`src/sv/cmr_pkg.sv`:
```
// ----------------------------------------------------------------------------
// cmr_pkg: shared types and constants of the motor response reassembler
// Holds the decoded result layout, the packet head snapshot, register
// indexes, response kinds and the reset values of the configuration.
// ----------------------------------------------------------------------------
package cmr_pkg;

  // Only the first seven packet bytes are ever decoded.
  localparam int HEAD_BYTES = 7;
  localparam int FRAME_BYTES = 8;

  localparam logic [3:0] MAX_FRAME_COUNT = 4'd8;

  // Configuration register indexes.
  localparam logic [2:0] CFG_FIRST_ADDR    = 3'd0;
  localparam logic [2:0] CFG_SECOND_ADDR   = 3'd1;
  localparam logic [2:0] CFG_CODE_POS      = 3'd2;
  localparam logic [2:0] CFG_CODE_SPEED    = 3'd3;
  localparam logic [2:0] CFG_CODE_STATUS   = 3'd4;
  localparam logic [2:0] CFG_CODE_POS_ERR  = 3'd5;
  localparam logic [2:0] CFG_CODE_HOME     = 3'd6;

  // Configuration reset values.
  localparam logic [7:0] RST_FIRST_ADDR   = 8'd1;
  localparam logic [7:0] RST_SECOND_ADDR  = 8'd2;
  localparam logic [7:0] RST_CODE_POS     = 8'd54;
  localparam logic [7:0] RST_CODE_SPEED   = 8'd53;
  localparam logic [7:0] RST_CODE_STATUS  = 8'd58;
  localparam logic [7:0] RST_CODE_POS_ERR = 8'd55;
  localparam logic [7:0] RST_CODE_HOME    = 8'd59;

  // Response kinds.
  localparam logic [2:0] KIND_POSITION  = 3'd0;
  localparam logic [2:0] KIND_SPEED     = 3'd1;
  localparam logic [2:0] KIND_STATUS    = 3'd2;
  localparam logic [2:0] KIND_POS_ERROR = 3'd3;
  localparam logic [2:0] KIND_HOME      = 3'd4;

  typedef logic [HEAD_BYTES-1:0][7:0] head_t;

  typedef struct packed {
    logic [7:0] position;
    logic [7:0] speed;
    logic [7:0] status;
    logic [7:0] pos_err;
    logic [7:0] home_status;
  } code_cfg_t;

  // Completed packet as seen by the decoder.
  typedef struct packed {
    logic  motor;
    head_t head;
    logic  len_ge3;
    logic  len_ge5;
    logic  len_ge7;
  } snap_t;

  typedef struct packed {
    logic        which_motor;
    logic [2:0]  response_kind;
    logic        negative;
    logic [31:0] magnitude;
    logic [7:0]  status_value;
    logic        enabled;
  } result_t;

endpackage

```
`src/sv/cmr_channels.sv`:
```
// ----------------------------------------------------------------------------
// cmr_channels: handshake channels of the motor response reassembler
// Frame input, decoded result output and configuration write channel.
// ----------------------------------------------------------------------------
interface cmr_frame_if;
  logic        valid;
  logic        ready;
  logic [28:0] frame_id;
  logic [3:0]  byte_count;
  logic [63:0] payload;

  modport source (output valid, frame_id, byte_count, payload, input ready);
  modport sink (input valid, frame_id, byte_count, payload, output ready);
endinterface

interface cmr_result_if;
  logic        valid;
  logic        ready;
  logic        which_motor;
  logic [2:0]  response_kind;
  logic        negative;
  logic [31:0] magnitude;
  logic [7:0]  status_value;
  logic        enabled;

  modport source (output valid, which_motor, response_kind, negative, magnitude,
                  status_value, enabled, input ready);
  modport sink (input valid, which_motor, response_kind, negative, magnitude,
                status_value, enabled, output ready);
endinterface

interface cmr_cfg_if;
  logic       valid;
  logic       ready;
  logic [2:0] index;
  logic [7:0] data;

  modport source (output valid, index, data, input ready);
  modport sink (input valid, index, data, output ready);
endinterface

```
`src/sv/cmr_byte_lane.sv`:
```
// ----------------------------------------------------------------------------
// cmr_byte_lane: next value of one packet head byte
// Each lane owns one byte position of the head and picks the frame byte
// that lands on it, or keeps the old byte.
// ----------------------------------------------------------------------------
module cmr_byte_lane
  import cmr_pkg::*;
#(
  parameter int LANE  = 0,
  parameter int LEN_W = 5
) (
  input  logic [LEN_W-1:0] base,
  input  logic             wr_en,
  input  logic [3:0]       count,
  input  logic [63:0]      payload,
  input  logic [7:0]       old_byte,
  output logic [7:0]       new_byte
);

  logic [FRAME_BYTES-1:0][7:0] frame_bytes;
  logic [LEN_W-1:0]            diff;
  logic                        reach;
  logic                        hit;

  assign frame_bytes = payload;
  assign reach = base <= LEN_W'(LANE);
  assign diff  = LEN_W'(LANE) - base;

  // The lane sits inside the frame's span when its offset from the write
  // start is below the byte count; the offset is under seven when reached.
  assign hit = wr_en && reach && ({1'b0, diff[2:0]} < count);

  always_comb begin
    if (hit) begin
      new_byte = frame_bytes[diff[2:0]];
    end else begin
      new_byte = old_byte;
    end
  end

endmodule

```
`src/sv/cmr_decode.sv`:
```
// ----------------------------------------------------------------------------
// cmr_decode: function code decoder of a completed packet
// Matches byte 0 against the configured codes in priority order and
// extracts sign, magnitude and status fields.
// ----------------------------------------------------------------------------
module cmr_decode
  import cmr_pkg::*;
(
  input  snap_t     snap,
  input  code_cfg_t codes,
  output logic      hit,
  output result_t   res
);

  logic [7:0] code;
  logic [7:0] b2;

  assign code = snap.head[0];
  assign b2   = snap.head[2];

  always_comb begin
    res             = '0;
    res.which_motor = snap.motor;
    hit             = 1'b0;
    // A short packet gives no result even if a later code would also match.
    if (code == codes.position) begin
      hit               = snap.len_ge7;
      res.response_kind = KIND_POSITION;
      res.negative      = b2 != 8'd0;
      res.magnitude     = {snap.head[3], snap.head[4], snap.head[5], snap.head[6]};
    end else if (code == codes.speed) begin
      hit               = snap.len_ge5;
      res.response_kind = KIND_SPEED;
      res.negative      = b2 != 8'd0;
      res.magnitude     = {16'd0, snap.head[3], snap.head[4]};
    end else if (code == codes.status) begin
      hit               = snap.len_ge3;
      res.response_kind = KIND_STATUS;
      res.status_value  = b2;
      res.enabled       = b2[0];
    end else if (code == codes.pos_err) begin
      hit               = snap.len_ge7;
      res.response_kind = KIND_POS_ERROR;
      res.magnitude     = {snap.head[3], snap.head[4], snap.head[5], snap.head[6]};
    end else if (code == codes.home_status) begin
      hit               = snap.len_ge3;
      res.response_kind = KIND_HOME;
      res.status_value  = b2;
    end
  end

endmodule

```
`src/sv/can_motor_response_reassembler.sv`:
```
// ----------------------------------------------------------------------------
// can_motor_response_reassembler: CAN motor response reassembly and decode
//
//   channel  role    carries
//   -------  ------  ---------------------------------------------------
//   frame    sink    frame_id, byte_count, payload of a received frame
//   result   source  which_motor, response_kind, negative, magnitude,
//                    status_value, enabled
//   cfg      sink    index, data of a register write (always ready)
//
// One frame is taken every cycle unless a result is stalled. After its frame
// transfer, a result passes the byte lanes that update the packet head into
// the decode stage, then the code decoder feeding the output register.
// Reset clears both packet lengths and the valid flags and resets the configuration.
// A stalled result holds the output register and the decode stage and
// deasserts frame.ready; nothing is dropped.
// ----------------------------------------------------------------------------
module can_motor_response_reassembler
  import cmr_pkg::*;
#(
  parameter int BUFFER_BYTES = 16
) (
  input  logic                clk,
  input  logic                rst,
  cmr_frame_if.sink           frame,
  cmr_result_if.source        result,
  cmr_cfg_if.sink             cfg
);

  localparam int LEN_W = $clog2(BUFFER_BYTES + 1);

  // Configuration registers.
  logic [7:0] first_motor_address;
  logic [7:0] second_motor_address;
  code_cfg_t  codes;

  // Per motor packet state; only the decoded head bytes are kept.
  head_t            head   [2];
  logic [LEN_W-1:0] length [2];

  snap_t   snap;
  logic    snap_valid;
  result_t out_data;
  logic    out_valid;

  logic             advance;
  logic             in_fire;
  logic [7:0]       addr;
  logic [7:0]       pkt;
  logic             hit0;
  logic             hit1;
  logic             matched;
  logic             m;
  logic [3:0]       count_c;
  logic             restart;
  logic [LEN_W-1:0] cur_len;
  logic [LEN_W:0]   sum;
  logic             fits;
  logic             do_write;
  logic [LEN_W-1:0] base;
  logic [LEN_W-1:0] length_next;
  head_t            head_next;
  logic             complete;
  logic             dec_hit;
  result_t          dec_res;

  // ---------------------------------------------------------------- config
  assign cfg.ready = 1'b1;

  always_ff @(posedge clk) begin
    if (rst) begin
      first_motor_address  <= RST_FIRST_ADDR;
      second_motor_address <= RST_SECOND_ADDR;
      codes.position       <= RST_CODE_POS;
      codes.speed          <= RST_CODE_SPEED;
      codes.status         <= RST_CODE_STATUS;
      codes.pos_err        <= RST_CODE_POS_ERR;
      codes.home_status    <= RST_CODE_HOME;
    end else if (cfg.valid) begin
      unique case (cfg.index)
        CFG_FIRST_ADDR:   first_motor_address  <= cfg.data;
        CFG_SECOND_ADDR:  second_motor_address <= cfg.data;
        CFG_CODE_POS:     codes.position       <= cfg.data;
        CFG_CODE_SPEED:   codes.speed          <= cfg.data;
        CFG_CODE_STATUS:  codes.status         <= cfg.data;
        CFG_CODE_POS_ERR: codes.pos_err        <= cfg.data;
        CFG_CODE_HOME:    codes.home_status    <= cfg.data;
        default: ;
      endcase
    end
  end

  // ---------------------------------------------------------- frame intake
  assign advance     = !out_valid || result.ready;
  assign frame.ready = advance;
  assign in_fire     = frame.valid && advance;

  assign addr    = frame.frame_id[15:8];
  assign pkt     = frame.frame_id[7:0];
  assign hit0    = addr == first_motor_address;
  assign hit1    = addr == second_motor_address;
  assign matched = hit0 || hit1;
  assign m       = !hit0;

  assign count_c  = (frame.byte_count > MAX_FRAME_COUNT) ? MAX_FRAME_COUNT
                                                         : frame.byte_count;
  assign restart  = pkt == 8'd0;
  assign complete = count_c < MAX_FRAME_COUNT;
  assign cur_len  = length[m];
  assign sum      = {1'b0, cur_len} + (LEN_W + 1)'(count_c);
  assign fits     = sum <= (LEN_W + 1)'(BUFFER_BYTES);
  assign do_write = restart || fits;
  assign base     = restart ? '0 : cur_len;

  always_comb begin
    if (restart) begin
      length_next = LEN_W'(count_c);
    end else if (fits) begin
      length_next = sum[LEN_W-1:0];
    end else begin
      length_next = cur_len;
    end
  end

  for (genvar j = 0; j < HEAD_BYTES; j++) begin : g_lane
    cmr_byte_lane #(
      .LANE  (j),
      .LEN_W (LEN_W)
    ) u_lane (
      .base     (base),
      .wr_en    (do_write),
      .count    (count_c),
      .payload  (frame.payload),
      .old_byte (head[m][j]),
      .new_byte (head_next[j])
    );
  end

  always_ff @(posedge clk) begin
    if (rst) begin
      length[0] <= '0;
      length[1] <= '0;
    end else if (in_fire && matched) begin
      length[m] <= length_next;
    end
  end

  always_ff @(posedge clk) begin
    if (in_fire && matched) begin
      head[m] <= head_next;
    end
  end

  // ---------------------------------------------------------- decode stage
  always_ff @(posedge clk) begin
    if (rst) begin
      snap_valid <= 1'b0;
    end else if (advance) begin
      snap_valid <= in_fire && matched && complete;
    end
  end

  always_ff @(posedge clk) begin
    if (advance) begin
      snap.motor   <= m;
      snap.head    <= head_next;
      snap.len_ge3 <= length_next >= LEN_W'(3);
      snap.len_ge5 <= length_next >= LEN_W'(5);
      snap.len_ge7 <= length_next >= LEN_W'(7);
    end
  end

  cmr_decode u_decode (
    .snap  (snap),
    .codes (codes),
    .hit   (dec_hit),
    .res   (dec_res)
  );

  // --------------------------------------------------------- output stage
  always_ff @(posedge clk) begin
    if (rst) begin
      out_valid <= 1'b0;
    end else if (advance) begin
      out_valid <= snap_valid && dec_hit;
    end
  end

  always_ff @(posedge clk) begin
    if (advance) begin
      out_data <= dec_res;
    end
  end

  assign result.valid         = out_valid;
  assign result.which_motor   = out_data.which_motor;
  assign result.response_kind = out_data.response_kind;
  assign result.negative      = out_data.negative;
  assign result.magnitude     = out_data.magnitude;
  assign result.status_value  = out_data.status_value;
  assign result.enabled       = out_data.enabled;

endmodule
```
`src/flat_wrapper.sv`:
```
// flat-port wrapper written by rule: the top's interface ports become plain ports
module can_motor_response_reassembler_flat import cmr_pkg::*;
#(
  parameter int BUFFER_BYTES = 16
)
  (clk, rst, frame_valid, frame_frame_id, frame_byte_count, frame_payload, frame_ready, result_valid, result_which_motor, result_response_kind, result_negative, result_magnitude, result_status_value, result_enabled, result_ready, cfg_valid, cfg_index, cfg_data, cfg_ready);
  cmr_frame_if frame_i ();
  cmr_result_if result_i ();
  cmr_cfg_if cfg_i ();
  input  logic clk;
  input  logic rst;
  input wire logic [$bits(frame_i.valid)-1:0] frame_valid;
  input wire logic [$bits(frame_i.frame_id)-1:0] frame_frame_id;
  input wire logic [$bits(frame_i.byte_count)-1:0] frame_byte_count;
  input wire logic [$bits(frame_i.payload)-1:0] frame_payload;
  output wire logic [$bits(frame_i.ready)-1:0] frame_ready;
  output wire logic [$bits(result_i.valid)-1:0] result_valid;
  output wire logic [$bits(result_i.which_motor)-1:0] result_which_motor;
  output wire logic [$bits(result_i.response_kind)-1:0] result_response_kind;
  output wire logic [$bits(result_i.negative)-1:0] result_negative;
  output wire logic [$bits(result_i.magnitude)-1:0] result_magnitude;
  output wire logic [$bits(result_i.status_value)-1:0] result_status_value;
  output wire logic [$bits(result_i.enabled)-1:0] result_enabled;
  input wire logic [$bits(result_i.ready)-1:0] result_ready;
  input wire logic [$bits(cfg_i.valid)-1:0] cfg_valid;
  input wire logic [$bits(cfg_i.index)-1:0] cfg_index;
  input wire logic [$bits(cfg_i.data)-1:0] cfg_data;
  output wire logic [$bits(cfg_i.ready)-1:0] cfg_ready;
  assign frame_i.valid = frame_valid;
  assign frame_i.frame_id = frame_frame_id;
  assign frame_i.byte_count = frame_byte_count;
  assign frame_i.payload = frame_payload;
  assign frame_ready = frame_i.ready;
  assign result_valid = result_i.valid;
  assign result_which_motor = result_i.which_motor;
  assign result_response_kind = result_i.response_kind;
  assign result_negative = result_i.negative;
  assign result_magnitude = result_i.magnitude;
  assign result_status_value = result_i.status_value;
  assign result_enabled = result_i.enabled;
  assign result_i.ready = result_ready;
  assign cfg_i.valid = cfg_valid;
  assign cfg_i.index = cfg_index;
  assign cfg_i.data = cfg_data;
  assign cfg_ready = cfg_i.ready;
  can_motor_response_reassembler #(.BUFFER_BYTES(BUFFER_BYTES)) u_core (.clk(clk), .rst(rst), .frame(frame_i), .result(result_i), .cfg(cfg_i));
endmodule
```
`config.mk`:
```
export PLATFORM = sky130hd
export DESIGN_NAME = can_motor_response_reassembler_flat
export DESIGN_NICKNAME = d
export VERILOG_FILES = /design/src/sv/cmr_pkg.sv /design/src/sv/cmr_channels.sv /design/src/sv/cmr_byte_lane.sv /design/src/sv/cmr_decode.sv /design/src/sv/can_motor_response_reassembler.sv /design/src/flat_wrapper.sv
export SDC_FILE = /design/constraint.sdc
export NUM_CORES = 1
export LEC_CHECK = 0
export ABC_AREA = 1
export BUFFER_PORTS_ARGS = -buffer_cell sky130_fd_sc_hd__buf_4
export CORE_AREA = 4 4 125 217
export DETAILED_ROUTE_END_ITERATION = 7
export DIE_AREA = 0 0 129 221
export PLACE_DENSITY = 0.75
export REMOVE_ABC_BUFFERS = 1
export SETUP_SLACK_MARGIN = 0.05
export SLEW_MARGIN = 10
export SYNTH_ARGS = -nofsm -noshare
export SYNTH_HDL_FRONTEND = slang
export SYNTH_SLANG_ARGS = --single-unit
```
`constraint.sdc`:
```
create_clock -name clk -period 15.25 [get_ports clk]
set_input_delay 0.7625 -clock clk [delete_from_list [all_inputs] [get_ports clk]]
set_output_delay 0.7625 -clock clk [all_outputs]
set_load 0.01 [all_outputs]
```
==> metrics.yaml <==
leakagePower_nw: 7.14
end_kind: "flip-flop"
die_y_um: 221
critPathLaunchType: "primary input"
gr-total-overflow: 0
drc_errors: 0
ys_ff_latch: 262
core-area_um2: 25200
final_cell_mix: "505 x nand2_1, 204 x edfxtp_1, 165 x nor2_1"
design_area_um2: 15800
wl_per_cell_um: 17.2
p_sw_mw: 0.384
vias: 11223
cts.clk_slew.worst_paths_ps: 60
wirelength_um: 35300
wl_met2_um: 18500
worstPathMaxFanout: 55
placed_cell_area_um2: 15100
critPathKind: "in2reg"
synthTopCellsByArea: "edfxtp_1 44%, nand2_1 14%, dfxtp_1 8.4%, o21ai_0 4.8%, nor2_1 4.5%"
setup_tns_ps: 0
worstPathArrival_ps: 5350
fillers: 2164
critPathMostFrequentCell: "nand2_1"
slew_headroom_pct: 35.7
tightest_slew_ps: 964
synth_edf_count: 204
grt_pass1_wl_um: 55300
dp_hpwl_um: 24800
finalClockSkew_ps: 14.0
port_buffers: 147
ir_drop_v: 0.0000977
die-area_um2: 28500
start_util_pct: 54.6
antenna_cells: 0
ys_dominant_reg_cell: "edfxtp_1"
dr_wl_met3_um: 1740
p_per_area_nw_per_um2: 97.9
cts_resized: 0
clock.fmax_mhz: 200
cts_num_sinks: 262
slowest_stage: "inv_2"
drive_above_1_share_pct: 16.3
power.share.clock_pct: 37.1
routed.top_layer: "met4"
gp_congestion: 0.889
clock_path_buffers: 3
grt.total_usage_pct: 24.4
slowest_delay_ps: 470
status: "finished, final reports clean"
worstSkewPairLatency_ps: 530
finalCritPeriodShare_pct: 32.8
p_sw_share_pct: 24.8
pwr-share-seq_pct: 51.3
syn2layout_area_growth_pct: 14.7
pwr-share-comb_pct: 11.6
ys_seq_area_share_pct: 52.8
ant_nets: 0
dr.pass1.iters: 5
synth_compound_area_share_pct: 11.8
setup_ws_ps: 10250
min_period_ps: 5000
htree_num_levels: 1
synth_simple_gate_area_share_pct: 24.4
ios: 162
yosys.area.top_type_share_pct: 44.4
vias_per_cell: 5.46
layout_commonest_cell: "nand2_1"
maxCapViolCount: 0
postCtsSetupBuffers: 0
synth_top_area_cell: "edfxtp_1"
antenna_found_initial: 0
hp-class: "in2reg"
grt_pass1_vias: 10842
holdWs_ps: 403
rsz0062_at_grt: "no"
root_buffer: "clkbuf_16"
worstPathCellList: "buf_4 > xnor2_1 > nand2_1 > nor2_2 > nand2_4 > nand2_1 > nand2_1 > inv_1 > nor2_2 > buf_4 > inv_2 > ha_1 > xor2_4 > inv_2 > ha_1 > a21oi_1 > o21ai_2 > nor2_4 > o21ai_0 > o21ai_1"
ys_async_sr_fraction_pct: 0
grt_start_max_net_pins: 74
syn_inst: 1607
drt_iter0_drc: 786
final_max_slew_viol_count: 0
nets: 1858
postCtsHoldBufs: 0
numCtsBuffers: 24
hold_violations: 0
synthXorXnorAreaFrac_pct: 1.73
synth_top_family_by_area: "simple AND/OR/NAND/NOR gates"
setup_viol: 0
avgSynthCellArea_um2: 8.58
dieWidth_um: 129
synthMuxAreaShare_pct: 0.871
place_ws_ps: 9720
synth-warning-count: 0
yosysUniqueCellTypes: 51
synth_fa_ha_area_share_pct: 1.81
intPower_mw: 1.16
required_ps: 15600
syn-cell-area_um2: 13800
cts_tree: "built"
num_rows: 77
wl_met1_um: 13500
critical path, delay by kind of cell:
family | cells | cell delay [ps]
buffers and inverters | 5 | 1170
AND/OR/NAND/NOR | 7 | 1380
XOR/XNOR | 2 | 590
adder cells (fa/ha/maj) | 2 | 710
AO/OA/AOI/OAI | 4 | 670
through the flow:
| stage | power, mW | cells | utilization (%) |
|---|---|---|---|
| after floorplan | 0.917 | 1538 | - |
| after global placement | 0.981 | 2015 | 59.7 |
| after detailed placement | 0.986 | 2015 | 59.7 |
| after CTS | 1.55 | 2057 | 62.6 |
| after global routing | 1.61 | 2057 | 62.6 |
| final | 1.55 | 2057 | 62.6 |
power groups by stage:
stage	logic [mW]	clock network [mW]	registers, mW
detailed placement	0.177	0	0.809
global route	0.200	0.613	0.795
CTS	0.178	0.582	0.794
global placement	0.173	0	0.808
finish	0.179	0.575	0.794
floorplan	0.111	0	0.806
synthesized netlist by cell type (2+ instances only):
library cell	instances
o21bai_1	2
nor2_4	3
nor4b_1	3
xor2_4	2
o21ai_0	131
nor2_1	167
a32o_1	16
nor4_1	10
ha_1	20
clkbuf_1	32
nand3_4	2
clkinv_1	2
a21oi_1	24
edfxtp_1	204
dfxtp_1	58
nand4_1	5
buf_4	6
xor2_1	5
nor3_1	5
inv_2	12
mux2i_1	12
o21ai_2	11
xnor2_1	16
nand2_2	6
nand3_2	2
buf_1	4
nand2_1	505
nand3_1	59
or2_2	22
inv_1	133
nor2_2	6
buf_2	23
o21ai_1	39
nand2_4	7
o211ai_2	10
o22ai_1	17
o211ai_1	10
buf_6	3
cell type report:
cell class	instances	area, um2	area share, %
clock inverter	15	104	0.657
clock buffer	27	633	4.00
multi-input combinational	1129	5630	35.6
tap	316	395	2.50
inverter	147	554	3.51
sequential	262	7290	46.1
timing repair buffer	161	1210	7.64
kinds of logic (layout without fill, tap and decap cells):
family                   after synthesis  count (layout)
multiplexers                          12              12
XOR/XNOR                              23              23
buffers and inverters                216             350
other                                  1               1
flip-flops                           262             262
AND/OR/NAND/NOR                      805             805
AO/OA/AOI/OAI                        268             268
adder cells (fa/ha/maj)               20              20
final timing paths:
check	startpoint	slack, ps	cells after the start	endpoint
setup / recovery	frame_frame_id[10]	10250	20	u_core.snap[39]$_DFFE_PN_
hold / removal	rst	400	2	u_core.result.valid$_SDFFE_PP0N_
setup reg to reg	u_core.first_motor_address[2]$_SDFFE_PP0P_	10270	19	u_core.snap[39]$_DFFE_PN_
hold reg to reg	u_core.snap[59]$_DFFE_PN_	420	0	u_core.result.which_motor$_DFFE_PN_
per-layer routing:
layer	GRT usage (%)	vias up
li1	-	5570
met1	28.6	5193
met2	44.2	372
met3	2.39	88
met4	10.6	0
met5	0	-
registers in the layout (all words and copies together) (netlist names):
| signal | cells |
|---|---|
| u_core.result.response_kind | 3 |
| u_core.codes | 40 |
| u_core.snap_valid | 1 |
| u_core.second_motor_address | 8 |
| u_core.result.status_value | 8 |
| u_core.result.negative | 1 |
| u_core.result.magnitude | 32 |
| u_core.result.which_motor | 1 |
| u_core.result.enabled | 1 |
| u_core.result.valid | 1 |
| u_core.head | 96 |
| u_core.length | 10 |
| u_core.snap | 52 |
| u_core.first_motor_address | 8 |
No activity file was read; power rests on OpenSTA's default activity.
